===== config.mk =====
export PLATFORM = sky130hd
export DESIGN_NAME = charger_adc_window_averager
export DESIGN_NICKNAME = d
export VERILOG_FILES = /design/src/hdl/caw_pkg.sv /design/src/hdl/caw_accum.sv /design/src/hdl/caw_smul.sv /design/src/hdl/caw_sdiv.sv /design/src/hdl/charger_adc_window_averager.sv
export SDC_FILE = /design/constraint.sdc
export NUM_CORES = 1
export LEC_CHECK = 0
export BUFFER_PORTS_ARGS = -buffer_cell sky130_fd_sc_hd__buf_2
export CAP_MARGIN = 15
export CORE_MARGIN = 3
export CORE_UTILIZATION = 40
export DETAILED_ROUTE_END_ITERATION = 10
export GPL_ROUTABILITY_DRIVEN = 0
export MAX_ROUTING_LAYER = met4
export REMOVE_ABC_BUFFERS = 1
export SYNTH_ARGS = -nofsm -noshare
export SYNTH_HDL_FRONTEND = slang
export SYNTH_SLANG_ARGS = --single-unit
export TNS_END_PERCENT = 50

===== constraint.sdc =====
create_clock -name clk_i -period 7.82 [get_ports clk_i]
set_input_delay 0.782 -clock clk_i [delete_from_list [all_inputs] [get_ports clk_i]]
set_output_delay 0.782 -clock clk_i [all_outputs]
set_load 0.05 [all_outputs]

===== src/hdl/caw_pkg.sv =====
// ----------------------------------------------------------------------------
// caw_pkg: shared types and constants of the window averager
// Field widths, register reset values, register indexes and sequencer states.
// ----------------------------------------------------------------------------
package caw_pkg;

  localparam int unsigned SAMPLE_W   = 12;
  localparam int unsigned GAIN_W     = 16;
  localparam int unsigned OUT_W      = 20;
  localparam int unsigned TEMP_W     = 16;
  localparam int unsigned FRAC_W     = 8;
  localparam int unsigned CFG_IDX_W  = 3;
  localparam int unsigned CFG_DATA_W = 16;
  localparam int unsigned WINDOW_DEF = 64;

  localparam logic [OUT_W-1:0] OUT_MAX = {OUT_W{1'b1}};

  localparam logic [SAMPLE_W-1:0]      RST_SPLIT   = 12'd2048;
  localparam logic [GAIN_W-1:0]        RST_VGAIN   = 16'd256;
  localparam logic [GAIN_W-1:0]        RST_CGAIN   = 16'd256;
  localparam logic signed [TEMP_W-1:0] RST_TBASE   = 16'sd6400;
  localparam logic [SAMPLE_W-1:0]      RST_TREF    = 12'd1750;
  localparam logic [GAIN_W-1:0]        RST_TSLOPE  = 16'd13304;
  localparam logic [SAMPLE_W-1:0]      RST_TRIP_HI = 12'd4023;
  localparam logic [SAMPLE_W-1:0]      RST_TRIP_LO = 12'd0;

  typedef enum logic [CFG_IDX_W-1:0] {
    CFG_SPLIT   = 3'd0,
    CFG_VGAIN   = 3'd1,
    CFG_CGAIN   = 3'd2,
    CFG_TBASE   = 3'd3,
    CFG_TREF    = 3'd4,
    CFG_TSLOPE  = 3'd5,
    CFG_TRIP_HI = 3'd6,
    CFG_TRIP_LO = 3'd7
  } cfg_reg_e;

  typedef struct packed {
    logic [SAMPLE_W-1:0]      split;
    logic [GAIN_W-1:0]        vgain;
    logic [GAIN_W-1:0]        cgain;
    logic signed [TEMP_W-1:0] tbase;
    logic [SAMPLE_W-1:0]      tref;
    logic [GAIN_W-1:0]        tslope;
    logic [SAMPLE_W-1:0]      trip_hi;
    logic [SAMPLE_W-1:0]      trip_lo;
  } cfg_t;

  // status of the beat on the input channel
  typedef struct packed {
    logic trip;
    logic last;
  } acc_stat_t;

  typedef struct packed {
    logic                     kind;
    logic [OUT_W-1:0]         vlow;
    logic [OUT_W-1:0]         vhigh;
    logic                     lempty;
    logic                     hempty;
    logic [OUT_W-1:0]         cur;
    logic signed [TEMP_W-1:0] temp;
  } result_t;

  typedef enum logic [3:0] {
    S_IDLE,
    S_START,
    S_LMUL,
    S_LDIV,
    S_HMUL,
    S_HDIV,
    S_CMUL,
    S_CDIV,
    S_TDIV,
    S_TMUL,
    S_OUT
  } seq_state_e;

endpackage


===== src/hdl/caw_accum.sv =====
// ----------------------------------------------------------------------------
// caw_accum: watchdog check and window accumulators
// Sorts voltage into the two buckets, sums current and temperature and counts
// the window. Presents the sums including the current beat for the sequencer.
// ----------------------------------------------------------------------------
module caw_accum
  import caw_pkg::*;
#(
  parameter int unsigned WINDOW = WINDOW_DEF,
  parameter int unsigned SUM_W  = SAMPLE_W + $clog2(WINDOW),
  parameter int unsigned CNT_W  = $clog2(WINDOW + 1)
) (
  input  logic                clk_i,
  input  logic                rst_ni,
  input  logic                accept_i,
  input  logic [SAMPLE_W-1:0] voltage_i,
  input  logic [SAMPLE_W-1:0] current_i,
  input  logic [SAMPLE_W-1:0] temp_i,
  input  cfg_t                cfg_i,
  output acc_stat_t           stat_o,
  output logic [SUM_W-1:0]    low_sum_o,
  output logic [CNT_W-1:0]    low_cnt_o,
  output logic [SUM_W-1:0]    high_sum_o,
  output logic [CNT_W-1:0]    high_cnt_o,
  output logic [SUM_W-1:0]    cur_sum_o,
  output logic [SUM_W-1:0]    temp_sum_o
);

  logic [SUM_W-1:0] low_sum_q, high_sum_q, cur_sum_q, temp_sum_q;
  logic [CNT_W-1:0] low_cnt_q, high_cnt_q, win_q;
  logic             is_high;

  assign is_high     = voltage_i > cfg_i.split;
  assign stat_o.trip = (current_i > cfg_i.trip_hi) || (current_i < cfg_i.trip_lo);
  assign stat_o.last = (win_q == CNT_W'(WINDOW - 1));

  assign low_sum_o  = is_high ? low_sum_q : low_sum_q + SUM_W'(voltage_i);
  assign high_sum_o = is_high ? high_sum_q + SUM_W'(voltage_i) : high_sum_q;
  assign low_cnt_o  = low_cnt_q + CNT_W'(!is_high);
  assign high_cnt_o = high_cnt_q + CNT_W'(is_high);
  assign cur_sum_o  = cur_sum_q + SUM_W'(current_i);
  assign temp_sum_o = temp_sum_q + SUM_W'(temp_i);

  always_ff @(posedge clk_i or negedge rst_ni) begin
    if (!rst_ni) begin
      low_sum_q  <= '0;
      high_sum_q <= '0;
      cur_sum_q  <= '0;
      temp_sum_q <= '0;
      low_cnt_q  <= '0;
      high_cnt_q <= '0;
      win_q      <= '0;
    end else if (accept_i && !stat_o.trip) begin
      if (stat_o.last) begin
        // window complete: sums move to the sequencer, start afresh
        low_sum_q  <= '0;
        high_sum_q <= '0;
        cur_sum_q  <= '0;
        temp_sum_q <= '0;
        low_cnt_q  <= '0;
        high_cnt_q <= '0;
        win_q      <= '0;
      end else begin
        low_sum_q  <= low_sum_o;
        high_sum_q <= high_sum_o;
        cur_sum_q  <= cur_sum_o;
        temp_sum_q <= temp_sum_o;
        low_cnt_q  <= low_cnt_o;
        high_cnt_q <= high_cnt_o;
        win_q      <= win_q + 1'b1;
      end
    end
  end

`ifndef SYNTHESIS
  a_bucket_counts: assert property (@(posedge clk_i) disable iff (!rst_ni)
    ((CNT_W+1)'(low_cnt_q) + (CNT_W+1)'(high_cnt_q)) == (CNT_W+1)'(win_q))
    else $error("bucket counts do not add up to the window count");

  a_trip_holds_window: assert property (@(posedge clk_i) disable iff (!rst_ni)
    (accept_i && stat_o.trip) |=> $stable(win_q))
    else $error("tripped beat advanced the window");
`endif

endmodule


===== src/hdl/caw_smul.sv =====
// ----------------------------------------------------------------------------
// caw_smul: bit-serial shift-and-add multiplier
// One multiplier bit per cycle, LSB first; done pulses when the product holds.
// ----------------------------------------------------------------------------
module caw_smul
  import caw_pkg::*;
#(
  parameter int unsigned A_W = SAMPLE_W,
  parameter int unsigned B_W = GAIN_W
) (
  input  logic               clk_i,
  input  logic               rst_ni,
  input  logic               start_i,
  input  logic [A_W-1:0]     a_i,
  input  logic [B_W-1:0]     b_i,
  output logic               busy_o,
  output logic               done_o,
  output logic [A_W+B_W-1:0] prod_o
);

  localparam int unsigned P_W   = A_W + B_W;
  localparam int unsigned STP_W = $clog2(B_W);

  logic [A_W-1:0]   a_q;
  logic [P_W-1:0]   p_q;
  logic [A_W:0]     part_sum;
  logic [STP_W-1:0] step_q;
  logic             busy_q, done_q;

  // upper half accumulates, lower half shifts the multiplier out
  assign part_sum = {1'b0, p_q[P_W-1:B_W]} + (p_q[0] ? {1'b0, a_q} : '0);

  always_ff @(posedge clk_i or negedge rst_ni) begin
    if (!rst_ni) begin
      busy_q <= 1'b0;
      done_q <= 1'b0;
      step_q <= '0;
    end else begin
      done_q <= 1'b0;
      if (start_i) begin
        busy_q <= 1'b1;
        step_q <= '0;
      end else if (busy_q) begin
        step_q <= step_q + 1'b1;
        if (step_q == STP_W'(B_W - 1)) begin
          busy_q <= 1'b0;
          done_q <= 1'b1;
        end
      end
    end
  end

  always_ff @(posedge clk_i) begin
    if (start_i) begin
      a_q <= a_i;
      p_q <= {{A_W{1'b0}}, b_i};
    end else if (busy_q) begin
      p_q <= {part_sum, p_q[B_W-1:1]};
    end
  end

  assign busy_o = busy_q;
  assign done_o = done_q;
  assign prod_o = p_q;

endmodule


===== src/hdl/caw_sdiv.sv =====
// ----------------------------------------------------------------------------
// caw_sdiv: restoring radix-2 divider
// One quotient bit per cycle, MSB first; done pulses when the quotient holds.
// ----------------------------------------------------------------------------
module caw_sdiv
  import caw_pkg::*;
#(
  parameter int unsigned N_W = OUT_W,
  parameter int unsigned D_W = SAMPLE_W
) (
  input  logic           clk_i,
  input  logic           rst_ni,
  input  logic           start_i,
  input  logic [N_W-1:0] num_i,
  input  logic [D_W-1:0] den_i,
  output logic           busy_o,
  output logic           done_o,
  output logic [N_W-1:0] quo_o
);

  localparam int unsigned STP_W = $clog2(N_W);

  logic [N_W-1:0]   q_q;
  logic [D_W-1:0]   r_q, den_q;
  logic [D_W:0]     trial, rem_sub;
  logic             ge;
  logic [STP_W-1:0] step_q;
  logic             busy_q, done_q;

  assign trial   = {r_q, q_q[N_W-1]};
  assign ge      = trial >= {1'b0, den_q};
  assign rem_sub = trial - {1'b0, den_q};

  always_ff @(posedge clk_i or negedge rst_ni) begin
    if (!rst_ni) begin
      busy_q <= 1'b0;
      done_q <= 1'b0;
      step_q <= '0;
    end else begin
      done_q <= 1'b0;
      if (start_i) begin
        busy_q <= 1'b1;
        step_q <= '0;
      end else if (busy_q) begin
        step_q <= step_q + 1'b1;
        if (step_q == STP_W'(N_W - 1)) begin
          busy_q <= 1'b0;
          done_q <= 1'b1;
        end
      end
    end
  end

  // dividend shifts out of the top while quotient bits enter at the bottom
  always_ff @(posedge clk_i) begin
    if (start_i) begin
      q_q   <= num_i;
      r_q   <= '0;
      den_q <= den_i;
    end else if (busy_q) begin
      q_q <= {q_q[N_W-2:0], ge};
      r_q <= ge ? rem_sub[D_W-1:0] : trial[D_W-1:0];
    end
  end

  assign busy_o = busy_q;
  assign done_o = done_q;
  assign quo_o  = q_q;

endmodule


===== src/hdl/charger_adc_window_averager.sv =====
// ----------------------------------------------------------------------------
// charger_adc_window_averager: windowed ADC averager with current watchdog
// Channels: input beats (voltage, current, temperature sample) on
// in_valid_i/in_ready_o, result beats on out_valid_o/out_ready_i, register
// writes on cfg_valid_i/cfg_ready_o (always ready, index and 16-bit data).
// A beat whose current sample lies outside the trip limits gives a trip
// result in the next cycle and leaves the window untouched. Other beats are
// summed into the window; the next beat may follow at once.
// The WINDOW-th summed beat starts the sequencer, which runs a 16-step serial
// multiplier and a one-bit-per-cycle divider of NUM_W = 20 + log2(WINDOW)
// steps: three multiply-divide pairs for the two voltage buckets and current,
// one divide for the mean temperature and one multiply for its slope term.
// No input beat is taken while the sequencer runs, from the last beat to the result.
// Results wait in an output register; while it is full and out_ready_i is
// low, input beats are held off and a finished window waits for it.
// Reset clears the window sums and counts and loads the register defaults.
// ----------------------------------------------------------------------------
module charger_adc_window_averager
  import caw_pkg::*;
#(
  parameter int unsigned WINDOW = WINDOW_DEF
) (
  input  logic                      clk_i,
  input  logic                      rst_ni,
  input  logic                      in_valid_i,
  output logic                      in_ready_o,
  input  logic [SAMPLE_W-1:0]       voltage_sample_i,
  input  logic [SAMPLE_W-1:0]       current_sample_i,
  input  logic [SAMPLE_W-1:0]       temperature_sample_i,
  output logic                      out_valid_o,
  input  logic                      out_ready_i,
  output logic                      result_kind_o,
  output logic [OUT_W-1:0]          voltage_low_side_o,
  output logic [OUT_W-1:0]          voltage_high_side_o,
  output logic                      low_side_empty_o,
  output logic                      high_side_empty_o,
  output logic [OUT_W-1:0]          current_value_o,
  output logic signed [TEMP_W-1:0]  temperature_value_o,
  input  logic                      cfg_valid_i,
  output logic                      cfg_ready_o,
  input  logic [CFG_IDX_W-1:0]      cfg_index_i,
  input  logic [CFG_DATA_W-1:0]     cfg_data_i
);

  localparam int unsigned SUM_W  = SAMPLE_W + $clog2(WINDOW);
  localparam int unsigned CNT_W  = $clog2(WINDOW + 1);
  localparam int unsigned PROD_W = SUM_W + GAIN_W;
  localparam int unsigned NUM_W  = PROD_W - FRAC_W;
  localparam int unsigned TP_W   = SAMPLE_W + GAIN_W;
  localparam int unsigned DLT_W  = TP_W + 1 - FRAC_W;
  localparam int unsigned TW_W   = DLT_W + 1;

  function automatic logic [OUT_W-1:0] sat_out(input logic [NUM_W-1:0] q);
    logic [OUT_W-1:0] r;
    r = (q > NUM_W'(OUT_MAX)) ? OUT_MAX : q[OUT_W-1:0];
    return r;
  endfunction

  // configuration
  cfg_t cfg_q;

  assign cfg_ready_o = 1'b1;

  always_ff @(posedge clk_i or negedge rst_ni) begin
    if (!rst_ni) begin
      cfg_q.split   <= RST_SPLIT;
      cfg_q.vgain   <= RST_VGAIN;
      cfg_q.cgain   <= RST_CGAIN;
      cfg_q.tbase   <= RST_TBASE;
      cfg_q.tref    <= RST_TREF;
      cfg_q.tslope  <= RST_TSLOPE;
      cfg_q.trip_hi <= RST_TRIP_HI;
      cfg_q.trip_lo <= RST_TRIP_LO;
    end else if (cfg_valid_i) begin
      case (cfg_reg_e'(cfg_index_i))
        CFG_SPLIT:   cfg_q.split   <= cfg_data_i[SAMPLE_W-1:0];
        CFG_VGAIN:   cfg_q.vgain   <= cfg_data_i;
        CFG_CGAIN:   cfg_q.cgain   <= cfg_data_i;
        CFG_TBASE:   cfg_q.tbase   <= $signed(cfg_data_i);
        CFG_TREF:    cfg_q.tref    <= cfg_data_i[SAMPLE_W-1:0];
        CFG_TSLOPE:  cfg_q.tslope  <= cfg_data_i;
        CFG_TRIP_HI: cfg_q.trip_hi <= cfg_data_i[SAMPLE_W-1:0];
        CFG_TRIP_LO: cfg_q.trip_lo <= cfg_data_i[SAMPLE_W-1:0];
        default: ;
      endcase
    end
  end

  // accumulators
  acc_stat_t        acc_stat;
  logic             in_acc, job_load;
  logic [SUM_W-1:0] snap_lsum, snap_hsum, snap_csum, snap_tsum;
  logic [CNT_W-1:0] snap_lcnt, snap_hcnt;

  caw_accum #(
    .WINDOW (WINDOW),
    .SUM_W  (SUM_W),
    .CNT_W  (CNT_W)
  ) u_accum (
    .clk_i      (clk_i),
    .rst_ni     (rst_ni),
    .accept_i   (in_acc),
    .voltage_i  (voltage_sample_i),
    .current_i  (current_sample_i),
    .temp_i     (temperature_sample_i),
    .cfg_i      (cfg_q),
    .stat_o     (acc_stat),
    .low_sum_o  (snap_lsum),
    .low_cnt_o  (snap_lcnt),
    .high_sum_o (snap_hsum),
    .high_cnt_o (snap_hcnt),
    .cur_sum_o  (snap_csum),
    .temp_sum_o (snap_tsum)
  );

  // serial arithmetic units
  logic              mul_start, mul_busy, mul_done;
  logic [SUM_W-1:0]  mul_a;
  logic [GAIN_W-1:0] mul_b;
  logic [PROD_W-1:0] mul_prod;
  logic              div_start, div_busy, div_done;
  logic [NUM_W-1:0]  div_num, div_quo;
  logic [CNT_W-1:0]  div_den;

  caw_smul #(
    .A_W (SUM_W),
    .B_W (GAIN_W)
  ) u_smul (
    .clk_i   (clk_i),
    .rst_ni  (rst_ni),
    .start_i (mul_start),
    .a_i     (mul_a),
    .b_i     (mul_b),
    .busy_o  (mul_busy),
    .done_o  (mul_done),
    .prod_o  (mul_prod)
  );

  caw_sdiv #(
    .N_W (NUM_W),
    .D_W (CNT_W)
  ) u_sdiv (
    .clk_i   (clk_i),
    .rst_ni  (rst_ni),
    .start_i (div_start),
    .num_i   (div_num),
    .den_i   (div_den),
    .busy_o  (div_busy),
    .done_o  (div_done),
    .quo_o   (div_quo)
  );

  // window snapshot and partial results
  logic [SUM_W-1:0]        jl_sum_q, jh_sum_q, jc_sum_q, jt_sum_q;
  logic [CNT_W-1:0]        jl_cnt_q, jh_cnt_q;
  logic [OUT_W-1:0]        low_q, high_q, cur_q;
  logic                    neg_q;
  logic signed [DLT_W-1:0] delta_q;

  seq_state_e state_q, state_d;
  result_t    out_q, out_d;
  logic       out_valid_q, out_free, out_load;

  // temperature slope term: |tref - mean| times slope, sign kept aside
  logic [SAMPLE_W:0]   t_diff, t_mag;
  logic                t_neg;
  logic [TP_W:0]       t_prod, t_sprod;
  logic signed [TW_W-1:0] t_wide;
  logic signed [TEMP_W-1:0] t_val;

  assign t_diff  = {1'b0, cfg_q.tref} - {1'b0, div_quo[SAMPLE_W-1:0]};
  assign t_neg   = t_diff[SAMPLE_W];
  assign t_mag   = t_neg ? ((SAMPLE_W+1)'(0) - t_diff) : t_diff;
  assign t_prod  = {1'b0, mul_prod[TP_W-1:0]};
  assign t_sprod = neg_q ? ((TP_W+1)'(0) - t_prod) : t_prod;
  assign t_wide  = $signed({{(TW_W-TEMP_W){cfg_q.tbase[TEMP_W-1]}}, cfg_q.tbase})
                 - $signed({delta_q[DLT_W-1], delta_q});

  always_comb begin
    if (t_wide > TW_W'(32767)) begin
      t_val = 16'sh7FFF;
    end else if (t_wide < -TW_W'(32768)) begin
      t_val = 16'sh8000;
    end else begin
      t_val = t_wide[TEMP_W-1:0];
    end
  end

  assign out_free   = !out_valid_q || out_ready_i;
  assign in_ready_o = (state_q == S_IDLE) && out_free;
  assign in_acc     = in_valid_i && in_ready_o;
  assign job_load   = in_acc && !acc_stat.trip && acc_stat.last;

  // sequencer
  always_comb begin
    state_d   = state_q;
    mul_start = 1'b0;
    mul_a     = jl_sum_q;
    mul_b     = cfg_q.vgain;
    div_start = 1'b0;
    div_num   = mul_prod[PROD_W-1:FRAC_W];
    div_den   = jl_cnt_q;
    out_load  = 1'b0;
    out_d     = '0;
    case (state_q)
      S_IDLE: begin
        if (in_acc && acc_stat.trip) begin
          out_load   = 1'b1;
          out_d.kind = 1'b1;
        end else if (job_load) begin
          state_d = S_START;
        end
      end
      S_START: begin
        mul_start = 1'b1;
        state_d   = S_LMUL;
      end
      S_LMUL: begin
        if (mul_done) begin
          div_start = 1'b1;
          state_d   = S_LDIV;
        end
      end
      S_LDIV: begin
        mul_a = jh_sum_q;
        if (div_done) begin
          mul_start = 1'b1;
          state_d   = S_HMUL;
        end
      end
      S_HMUL: begin
        div_den = jh_cnt_q;
        if (mul_done) begin
          div_start = 1'b1;
          state_d   = S_HDIV;
        end
      end
      S_HDIV: begin
        mul_a = jc_sum_q;
        mul_b = cfg_q.cgain;
        if (div_done) begin
          mul_start = 1'b1;
          state_d   = S_CMUL;
        end
      end
      S_CMUL: begin
        div_den = CNT_W'(WINDOW);
        if (mul_done) begin
          div_start = 1'b1;
          state_d   = S_CDIV;
        end
      end
      S_CDIV: begin
        // mean temperature: plain sum over the window length
        div_num = NUM_W'(jt_sum_q);
        div_den = CNT_W'(WINDOW);
        if (div_done) begin
          div_start = 1'b1;
          state_d   = S_TDIV;
        end
      end
      S_TDIV: begin
        mul_a = SUM_W'(t_mag[SAMPLE_W-1:0]);
        mul_b = cfg_q.tslope;
        if (div_done) begin
          mul_start = 1'b1;
          state_d   = S_TMUL;
        end
      end
      S_TMUL: begin
        if (mul_done) begin
          state_d = S_OUT;
        end
      end
      S_OUT: begin
        out_d.kind   = 1'b0;
        out_d.vlow   = (jl_cnt_q == '0) ? '0 : low_q;
        out_d.vhigh  = (jh_cnt_q == '0) ? '0 : high_q;
        out_d.lempty = (jl_cnt_q == '0);
        out_d.hempty = (jh_cnt_q == '0);
        out_d.cur    = cur_q;
        out_d.temp   = t_val;
        if (out_free) begin
          out_load = 1'b1;
          state_d  = S_IDLE;
        end
      end
      default: state_d = S_IDLE;
    endcase
  end

  always_ff @(posedge clk_i or negedge rst_ni) begin
    if (!rst_ni) begin
      state_q     <= S_IDLE;
      out_valid_q <= 1'b0;
    end else begin
      state_q <= state_d;
      if (out_load) begin
        out_valid_q <= 1'b1;
      end else if (out_ready_i) begin
        out_valid_q <= 1'b0;
      end
    end
  end

  always_ff @(posedge clk_i) begin
    if (job_load) begin
      jl_sum_q <= snap_lsum;
      jh_sum_q <= snap_hsum;
      jc_sum_q <= snap_csum;
      jt_sum_q <= snap_tsum;
      jl_cnt_q <= snap_lcnt;
      jh_cnt_q <= snap_hcnt;
    end
    if (state_q == S_LDIV && div_done) begin
      low_q <= sat_out(div_quo);
    end
    if (state_q == S_HDIV && div_done) begin
      high_q <= sat_out(div_quo);
    end
    if (state_q == S_CDIV && div_done) begin
      cur_q <= sat_out(div_quo);
    end
    if (state_q == S_TDIV && div_done) begin
      neg_q <= t_neg;
    end
    // drop eight fraction bits, rounding towards minus infinity
    if (state_q == S_TMUL && mul_done) begin
      delta_q <= $signed(t_sprod[TP_W:FRAC_W]);
    end
    if (out_load) begin
      out_q <= out_d;
    end
  end

  assign out_valid_o         = out_valid_q;
  assign result_kind_o       = out_q.kind;
  assign voltage_low_side_o  = out_q.vlow;
  assign voltage_high_side_o = out_q.vhigh;
  assign low_side_empty_o    = out_q.lempty;
  assign high_side_empty_o   = out_q.hempty;
  assign current_value_o     = out_q.cur;
  assign temperature_value_o = out_q.temp;

`ifndef SYNTHESIS
  a_mul_idle_on_start: assert property (@(posedge clk_i) disable iff (!rst_ni)
    mul_start |-> !mul_busy)
    else $error("multiplier started while busy");

  a_div_idle_on_start: assert property (@(posedge clk_i) disable iff (!rst_ni)
    div_start |-> !div_busy)
    else $error("divider started while busy");

  a_trip_result: assert property (@(posedge clk_i) disable iff (!rst_ni)
    (in_acc && acc_stat.trip) |=> (out_valid_q && out_q.kind))
    else $error("tripped beat gave no trip result");
`endif

endmodule

==> results.toml, run 1 <==
[outcome]
status = "completed"

[clock_network]
cts_buffers = 61
cts_tree = "done"
htreeDepth = 2
hold_buffers = 0
clk_pin_slew_worst_paths_ns = 0.06
cts.path.max_buffers = 3
postCtsSetupRepairBufs = 0
clockRootBuffer = "clkbuf_16"
clock_latency_ns = 0.65
cts_sinks = 562
postCtsResizedCells = 0

[floorplanning]
core_um2 = 70400
die-area_um2 = 74700
start_util = 0.406
io_pins = 142
die_x_um = 273
die_h_um = 273
std_cell_rows = 97

[synth]
syn_avg_cell_area_um2 = 11.1
ys_types = 78
synth_fa_ha_area_frac = 0.0716
synth-compound-area-share = 0.128
synth_top_area_cell = "edfxtp_1"
yosysMostFrequentCell = "edfxtp_1"
synthMuxAreaShare = 0.0489
async_flop_share = 0.397
ys_ff_latch = 562
synth_commonest_cells = "edfxtp_1, nand2_1, dfrtp_1, nor2_1, o21ai_0"
synth_ff_type = "edfxtp_1"
synth_edf_count = 314
yosys.area_share.simple = 0.128
synth_area_leaders = "edfxtp_1, dfrtp_1, ha_1"
synth_top_family_by_area = "compound AO/OA/AOI/OAI gates"
yosysTopAreaCellShare = 0.330
syn_area_um2 = 28600
synthCells = 2569
seq_area_frac_synth = 0.544
synthXorXnorAreaFrac = 0.0453
ys_warn_count = 0

[power]
p_leak_nw = 13.4
ir_drop_mv = 0.174
power_mw = 7.15
p_per_area_nw_per_um2 = 220

[global_routing]
grtUsageTotal = 0.196
grt_overflow = 0
grt_first_pass_wirelength_mm = 112
grt_pass1_vias = 19683
grt_antenna_before_repair = 1
grt_max_degree = 90

[place]
io_buffers = 140
dp.final_hpwl_mm = 50.7

[final_layout]
register_area_um2 = 15500
fill_cells = 6394
finalNetCount = 2913
multi_input_area_um2 = 12200
antenna_cells = 0
drive_gt1_frac = 0.169
syn_to_final_growth_pct = 13.6
final_util = 0.462

[sta]
period_needed_ns = 4.07
skew_ns = 0.0304
fmax_mhz = 246
setup_viol = 0
tightest_slew_ns = 1.11
finalCritPeriodShare = 0.521
slew_violations = 0
rsz0062_at_grt = "no"
relSlewSlack = 0.259
final-hold-violation-count = 0

[critical_path]
slowest_stage = "o211ai_1"
cp_slowest_stage_delay_ns = 0.88
critPathTopFamily = "compound AO/OA/AOI/OAI gates"
critPathRequiredTime_ns = 8.15
arrival_ns = 4.40
cp-startpoint = "cfg_q[52]"
r2r_setup_slack_ns = 3.75
critPathLaunchType = "flip-flop"
critPathKind = "flip-flop to flip-flop"
path_buf_inv = 1
end_kind = "flip-flop"
crit_path_cell_trace = "inv_1 -> ha_1 -> fa_1 -> nand2b_1 -> a21oi_1 -> o31a_1 -> o41ai_1 -> nor2b_1 -> mux2i_1 -> nand4b_1 -> o211ai_1 -> o21ai_0"
reg2reg_from = "cfg_q[52]"
cp_max_fo = 15

[drt]
antenna_left = 0
drt_iter0_markers = 1502
wirelength_mm = 71.2
vias = 20009
drt_pass1_iterations = 6
drt-vias-per-instance = 5.43
post-route-drc-count = 0
wl_per_cell_um = 19.3

[flow_run]
cap_violations = 0

[min_path]
hold_path_class = "primary input to async pin"
area by class of cell:
cell class	instances	share of cell area
inverter	151	0.0174
clock buffer	72	0.0483
multi-input combinational	1746	0.374
sequential	562	0.479
clock inverter	42	0.0149
tap	940	0.0362
timing repair buffer	173	0.0305
report_power, final:
part | switching, mW | leakage, nW | internal (mW) | total (mW)
clock network | 1.21 | 1.00 | 1.73 | 2.94
registers | 0.0679 | 5.72 | 3.28 | 3.34
logic | 0.490 | 6.71 | 0.373 | 0.863
total | 1.77 | 13.4 | 5.38 | 7.15
layer usage:
metal | global-route usage | vias up | wire length, µm
met2 | 0.316 | 588 | 33700
met4 | 0.0494 | 0 | 1510
li1 | - | 9562 | -
met3 | 0.0228 | 104 | 3540
met5 | - | - | 0
met1 | 0.264 | 9755 | 32400
placed cells by master (no fill, tap or decap), types with 37 or more instances in the layout:
cell / instances
nand2_1: 243
a31oi_1: 47
nor3_1: 37
nand3_1: 56
and2_1: 83
o21ai_0: 155
o31ai_1: 41
a21oi_1: 111
buf_2: 139
edfxtp_1: 314
dfrtp_1: 191
xnor2_1: 103
ha_1: 150
mux2_2: 110
inv_1: 149
clkbuf_16: 61
xor2_1: 45
nor2_1: 152
final timing paths:
path	endpoint	depth (start not counted)
max	temperature_value_o[9]	12
min	u_sdiv.step_q[2]	1
max reg2reg	temperature_value_o[9]	12
min reg2reg	u_sdiv.r_q[6]	2
max in group asynchronous	u_accum.temp_sum_q[11]	2
min in group clk_i	cfg_q[96]	2
kinds of logic (layout without fill, tap and decap cells):
family / count (synthesis) / in the layout
AO/OA/AOI/OAI: 563 / 563
XOR/XNOR: 148 / 148
adder cells (fa/ha/maj): 159 / 159
buffers and inverters: 261 / 438
flip-flops: 562 / 562
multiplexers: 126 / 126
other: 1 / 1
AND/OR/NAND/NOR: 749 / 749
per-stage QoR:
step / setup slack, ns / cell area (µm²) / std cells / setup TNS [ns] / hold WS, ns
after global placement: 3.34 / 30400 / 3569 / 0 / 0.457
after global routing: 3.30 / 32500 / 3686 / 0 / 0.210
after detailed placement: 3.35 / 30400 / 3569 / 0 / 0.466
after CTS: 3.72 / 32400 / 3683 / 0 / 0.183
final: 3.75 / 32500 / 3686 / 0 / 0.164
after floorplan: -0.612 / 28200 / 2459 / -52.67 / 0.438
worst reg2reg max path, cell delays in order (launching register included):
cell	delay [ns]
dfrtp_1	0.37
inv_1	0.05
ha_1	0.18
fa_1	0.21
nand2b_1	0.14
a21oi_1	0.12
o31a_1	0.35
o41ai_1	0.61
nor2b_1	0.30
mux2i_1	0.23
nand4b_1	0.10
o211ai_1	0.88
o21ai_0	0.21
registers in the layout, indices dropped and copies added (netlist names), 20 cells and up:
signal               cells
cfg_q                  112
u_smul.prod_o           34
u_sdiv.quo_o            26
delta_q                 21
cur_q                   20
current_value_o         20
high_q                  20
low_q                   20
voltage_high_side_o     20
voltage_low_side_o      20
(Power assumes the default switching activity.)
==> run 2, diff against run 1 <==
Clock period 7.82 ns to 4 ns, I/O delays scaled along.
==> run 2 against run 1 <==
Net effect: maximum frequency grew 9.7%; sequential cell count unchanged; die area did not move; worst setup slack worse by 3.5 ns; count of clock-buffer cells in the layout up 8; first-iteration DRC count rose by 0.67%; cell area up 0.28%; clock skew decreased by 0.0033 ns; non-clock buffer count rose by 23; utilization grew 0.13 points; critical path type unchanged; largest cell class unchanged.
==> results.toml, run 2 (synthesized netlist as in run 1, its figures left out) <==
[final_layout]
final_common_cell = "edfxtp_1"
finalNetCount = 2934
drive_gt1_frac = 0.175
top_register = "cfg_q"
mostFrequentLayoutCells = "edfxtp_1, nand2_1, dfrtp_1, o21ai_0, nor2_1"
fin_cells = 3711
largest_register_ffs = 112
syn_to_final_growth_pct = 13.9

[sta]
hold-worst-slack_ns = 0.0691
finalCritPeriodShare = 0.928
rsz0062_at_grt = "no"
finalWorstSetupSlack_ns = 0.287
skew_ns = 0.0271
final-hold-violation-count = 0
setup_viol = 0
slew_violations = 0
period_needed_ns = 3.71
relSlewSlack = 0.276
tightest_slew_ns = 1.09
fmax_mhz = 269

[min_path]
hold_path_class = "primary input to flip-flop"

[clock_network]
cts_sinks = 562
clockRootBuffer = "clkbuf_16"
clk_pin_slew_worst_paths_ns = 0.06
clock_latency_ns = 0.64
cts_buffers = 59
htreeDepth = 2
cts_tree = "done"
cts.path.max_buffers = 3

[drt]
antenna_left = 0
wl_per_cell_um = 19.3
wirelength_mm = 71.6
drt-vias-per-instance = 5.41
drt_pass1_iterations = 6
post-route-drc-count = 0
vias = 20065
drt_iter0_markers = 1512

[power]
p_leak_nw = 13.5
pwr-share-comb = 0.125
ir_drop_mv = 0.352
p_per_area_nw_per_um2 = 419
power.share.clock = 0.396
swShare = 0.250
seqPwrFrac = 0.479
internal-power_mw = 10.2
p_sw_mw = 3.42

[critical_path]
critPathLaunchType = "flip-flop"
cp_max_fo = 15
critPathKind = "flip-flop to flip-flop"
critPathRequiredTime_ns = 4.36
end_kind = "flip-flop"
arrival_ns = 4.07

[floorplanning]
io_pins = 142
std_cell_rows = 97
die-area_um2 = 74700
die_h_um = 273
die_x_um = 273
start_util = 0.406
core_um2 = 70400

[global_routing]
grt_pass1_vias = 19835
grt_first_pass_wirelength_mm = 112
grt_overflow = 0
grtUsageTotal = 0.196
grt_max_degree = 97
grt_antenna_before_repair = 2

[place]
dp.final_hpwl_mm = 52.4
place_ws_ns = 0.190
io_buffers = 140
dp.cells = 3594

[flow_run]
cap_violations = 0

[outcome]
status = "completed"
run 2: changes by cell type in the layout (fill, tap and decap cells not counted), sizes merged:
cell,change
bufinv,-5
diode,+4
clkinv,-6
inv,+1
dlygate4sd3,+1
buf,+22
clkbuf,+8
run 2: worst paths after layout:
path	from	to	slack, ns	cells past startpoint
max in group asynchronous	rst_ni	cfg_q[37]	2.47	3
worst max register to register	cfg_q[52]	temperature_value_o[9]	0.29	13
worst max-delay path	cfg_q[52]	temperature_value_o[9]	0.29	13
worst min register to register	u_smul.prod_o[29]	u_smul.prod_o[29]	0.49	2
worst min-delay path	cfg_data_i[12]	cfg_q[96]	0.07	2
min in group asynchronous	rst_ni	u_sdiv.step_q[2]	0.36	2
run 2: critical path: stages (launching register included):
cell      delay, ns
dfrtp_1        0.37
inv_1          0.06
ha_1           0.17
fa_1           0.21
nand2b_1       0.15
a21oi_1        0.13
o31a_1         0.35
o41ai_1        0.77
nor2b_1        0.31
mux2i_1        0.24
nand4b_1       0.12
o211ai_1       0.23
buf_4          0.24
o21ai_0        0.11
run 2: timing repair:
action	in CTS	in global routing
setup buffers	0	0
resized for setup	0	1
endpoints found under the hold margin	72	0
setup endpoints to repair	0	38
hold buffers	1	0
run 2: cell type report:
| type | count | area, µm² |
|---|---|---|
| fillers | 6452 | 37800 |
| well taps | 940 | 1180 |
| repair buffers | 196 | 1200 |
| multi-input cells | 1746 | 12200 |
| clock buffers | 80 | 1610 |
| clock inverters | 32 | 317 |
| diodes | 4 | 10.0 |
| inverters | 151 | 567 |
| flip-flops and latches | 562 | 15500 |
run 2: power by group through the flow:
stage	Combinational (mW)	Sequential (mW)	Clock (mW)
CTS	1.71	6.54	5.56
detailed placement	1.69	6.66	0
floorplan	1.19	6.60	0
global route	1.90	6.57	5.78
global placement	1.64	6.64	0
finish	1.71	6.54	5.41
run 2: metrics by stage:
step	util	area (µm²)	setup TNS [ns]	total power, mW
after global placement	0.435	30600	0	8.28
after floorplan	-	28200	-542.25	7.79
after CTS	0.463	32600	0	13.8
after global routing	0.463	32600	0	14.3
after detailed placement	0.435	30600	0	8.35
final	0.463	32600	0	13.7
run 2: routing by layer:
| layer | GRT usage | wire length (µm) | vias up |
|---|---|---|---|
| met5 | - | 0 | - |
| met4 | 0.0754 | 2580 | 0 |
| met3 | 0.0244 | 3360 | 147 |
| met2 | 0.311 | 33600 | 527 |
| met1 | 0.257 | 32100 | 9794 |
| li1 | - | - | 9597 |
==> run 3, diff against run 2 <==
Settings changed: ABC_AREA set to 1, SYNTH_HIERARCHICAL set to 1.
==> run 3 against run 2 <==
Net effect: clock skew rose by 0.018 ns; clock power rose by 4.8%; synthesized area rose by 7.5%; critical path type unchanged; routed wire length rose by 7.4%; global-route usage rose by 0.25 points; sequential share of layout area fell by 2.9 points; combinational power fell by 2%; first-iteration DRC count rose by 16%; sequential cell count did not move; via count rose by 18%.
==> results.toml, run 3 <==
[drt]
vias = 23613
drt-vias-per-instance = 4.80
top_layer_used = "met4"
drt_iter0_markers = 1749
post-route-drc-count = 0
antenna_left = 0
wl_met3_mm = 3.17
wl_per_cell_um = 15.6
wl_met1_mm = 36.3
met2_length_mm = 36.0
wirelength_mm = 76.9
drt_pass1_iterations = 5

[sta]
skew_ns = 0.0447
rsz0062_at_grt = "no"
fmax_mhz = 320
hold-worst-slack_ns = 0.104
tightest_slew_ns = 1.05
final-hold-violation-count = 0
finalCritPeriodShare = 0.782
slew_violations = 0
relSlewSlack = 0.301
setup_viol = 0
period_needed_ns = 3.13
final.setup.tns_ns = 0

[critical_path]
arrival_ns = 3.68
critPathTopFamily = "simple AND/OR/NAND/NOR gates"
crit_top_cell = "nand2_1"
slowest_stage = "dfstp_2"
path_buf_inv = 3
crit_path_cell_trace = "inv_1 -> ha_1 -> nand2_1 -> nor2_2 -> nand2_1 -> nor2_1 -> nand4_1 -> nand2_2 -> nand2_1 -> inv_1 -> nand2_1 -> nor2_4 -> nor2_1 -> a211oi_2 -> nand2_2 -> inv_2 -> o21ai_1 -> o21ai_1"
end_kind = "flip-flop"
cp_max_fo = 10
critPathRequiredTime_ns = 4.56
cp_slowest_stage_delay_ns = 0.53
critPathLaunchType = "flip-flop"
critPathKind = "flip-flop to flip-flop"

[clock_network]
cts_tree = "done"
htreeDepth = 2
clockRootBuffer = "clkbuf_16"
clock_latency_ns = 0.63
cts_buffers = 59
cts.path.max_buffers = 3
hold_buffers = 1
cts_sinks = 562
clk_pin_slew_worst_paths_ns = 0.06
postCtsResizedCells = 0
postCtsSetupRepairBufs = 0

[synth]
seq_area_frac_synth = 0.506
synth_top_area_cell = "edfxtp_1"
synth_ff_type = "edfxtp_1"
async_flop_share = 0.397
ys_types = 56
synth_area_leaders = "edfxtp_1, dfrtp_1, nand2_1"
ys_warn_count = 6
synth_commonest_cells = "nand2_1, inv_1, edfxtp_1, nor2_1, o21ai_0"
synth_edf_count = 314
yosysTopAreaCellShare = 0.307
ys_ff_latch = 562
syn_area_um2 = 30700
syn_avg_cell_area_um2 = 8.31
yosysMostFrequentCell = "nand2_1"
synthCells = 3699

[floorplanning]
die-area_um2 = 80200
core_um2 = 76100
std_cell_rows = 101
die_x_um = 283
start_util = 0.404
die_h_um = 283
io_pins = 142

[outcome]
status = "completed"

[power]
ir_drop_mv = 0.342
seqPwrFrac = 0.469
pwr-share-comb = 0.121
p_sw_mw = 3.58
p_leak_nw = 16.9
power.share.clock = 0.410
internal-power_mw = 10.3
p_per_area_nw_per_um2 = 399
swShare = 0.259

[global_routing]
grtUsageTotal = 0.198
grt_pass1_vias = 22695
grt_first_pass_wirelength_mm = 125
grt_antenna_before_repair = 2
grt_max_degree = 101
grt_overflow = 0

[final_layout]
fin_cells = 4920
top_register = "cfg_q"
mostFrequentLayoutCells = "nand2_1, inv_1, edfxtp_1, nor2_1, o21ai_0"
final_util = 0.456
final_common_cell = "nand2_1"
largest_register_ffs = 112
drive_gt1_frac = 0.101
syn_to_final_growth_pct = 12.9
finalNetCount = 4058

[place]
dp.cells = 4807
io_buffers = 140
dp.final_hpwl_mm = 57.6

[flow_run]
cap_violations = 0

[min_path]
hold_path_class = "primary input to flip-flop"
## run 3: cell count changes after synthesis, moves of 76 or more
cell / change
inv_1: +382
nor2_1: +91
and2_1: -76
nand2_1: +1003
nand3_1: +113
mux2_2: -110
## run 3: cells by family after synthesis
| kind of cell | Yosys count | share of synthesized area |
|---|---|---|
| DFF | 562 | 0.506 |
| xor gates and xnor gates | 97 | 0.0276 |
| and+or+nand+nor | 1817 | 0.244 |
| AOI/OAI and AO/OA | 429 | 0.0756 |
| adders and majority gates | 158 | 0.0663 |
| other | 1 | 0.000122 |
| buffers and inverters | 635 | 0.0811 |
## run 3: worst reg2reg max path: stages, from the launching register on
cell      delay (ns)
dfstp_2         0.53
inv_1           0.04
ha_1            0.28
nand2_1         0.10
nor2_2          0.11
nand2_1         0.06
nor2_1          0.17
nand4_1         0.12
nand2_2         0.21
nand2_1         0.15
inv_1           0.20
nand2_1         0.12
nor2_4          0.31
nor2_1          0.09
a211oi_2        0.18
nand2_2         0.12
inv_2           0.09
o21ai_1         0.08
o21ai_1         0.11
## run 3: routing by layer
metal / vias to the layer above / global-route usage
met5: - / -
met4: 0 / 0.0424
met3: 80 / 0.0240
met2: 481 / 0.323
met1: 10924 / 0.267
li1: 12128 / -
## run 3: layout make-up
class	count	area, µm²
fill	7581	41400
sequential	562	15500
multi-input combinational	2502	12800
inverter	544	2040
clock buffer	75	1590
tap	1030	1290
timing repair buffer	171	1020
clock inverter	34	434
antenna	2	5.00
## run 3: worst paths after layout
path / startpoint / endpoint / slack (ns) / cells after the start
min in group asynchronous: rst_ni / out_valid_o / 0.42 / 2
hold reg to reg: u_sdiv/step_q[4] / u_sdiv/step_q[4] / 0.47 / 1
setup / recovery: cfg_q[23] / state_q[0] / 0.87 / 18
hold / removal: cfg_data_i[12] / cfg_q[64] / 0.10 / 3
max in group asynchronous: rst_ni / cfg_q[64] / 2.56 / 3
setup reg to reg: cfg_q[23] / state_q[0] / 0.87 / 18
## run 3: per-stage QoR
stage | setup slack, ns | total power, mW | area (µm²)
2_1_floorplan | -1.92 | 7.75 | 30300
6_report | 0.873 | 13.8 | 34700
3_5_place_dp | 0.904 | 8.28 | 32600
3_3_place_gp | 0.903 | 8.26 | 32600
5_1_grt | 0.569 | 14.5 | 34700
4_1_cts | 0.871 | 14.0 | 34700
## run 3: power by group through the flow
stage          clock (mW)  sequential, mW  combinational [mW]
4_1_cts              5.80            6.49                1.69
3_3_place_gp            0            6.60                1.66
2_1_floorplan           0            6.56                1.19
6_report             5.67            6.49                1.67
5_1_grt              6.05            6.51                1.95
3_5_place_dp            0            6.60                1.68
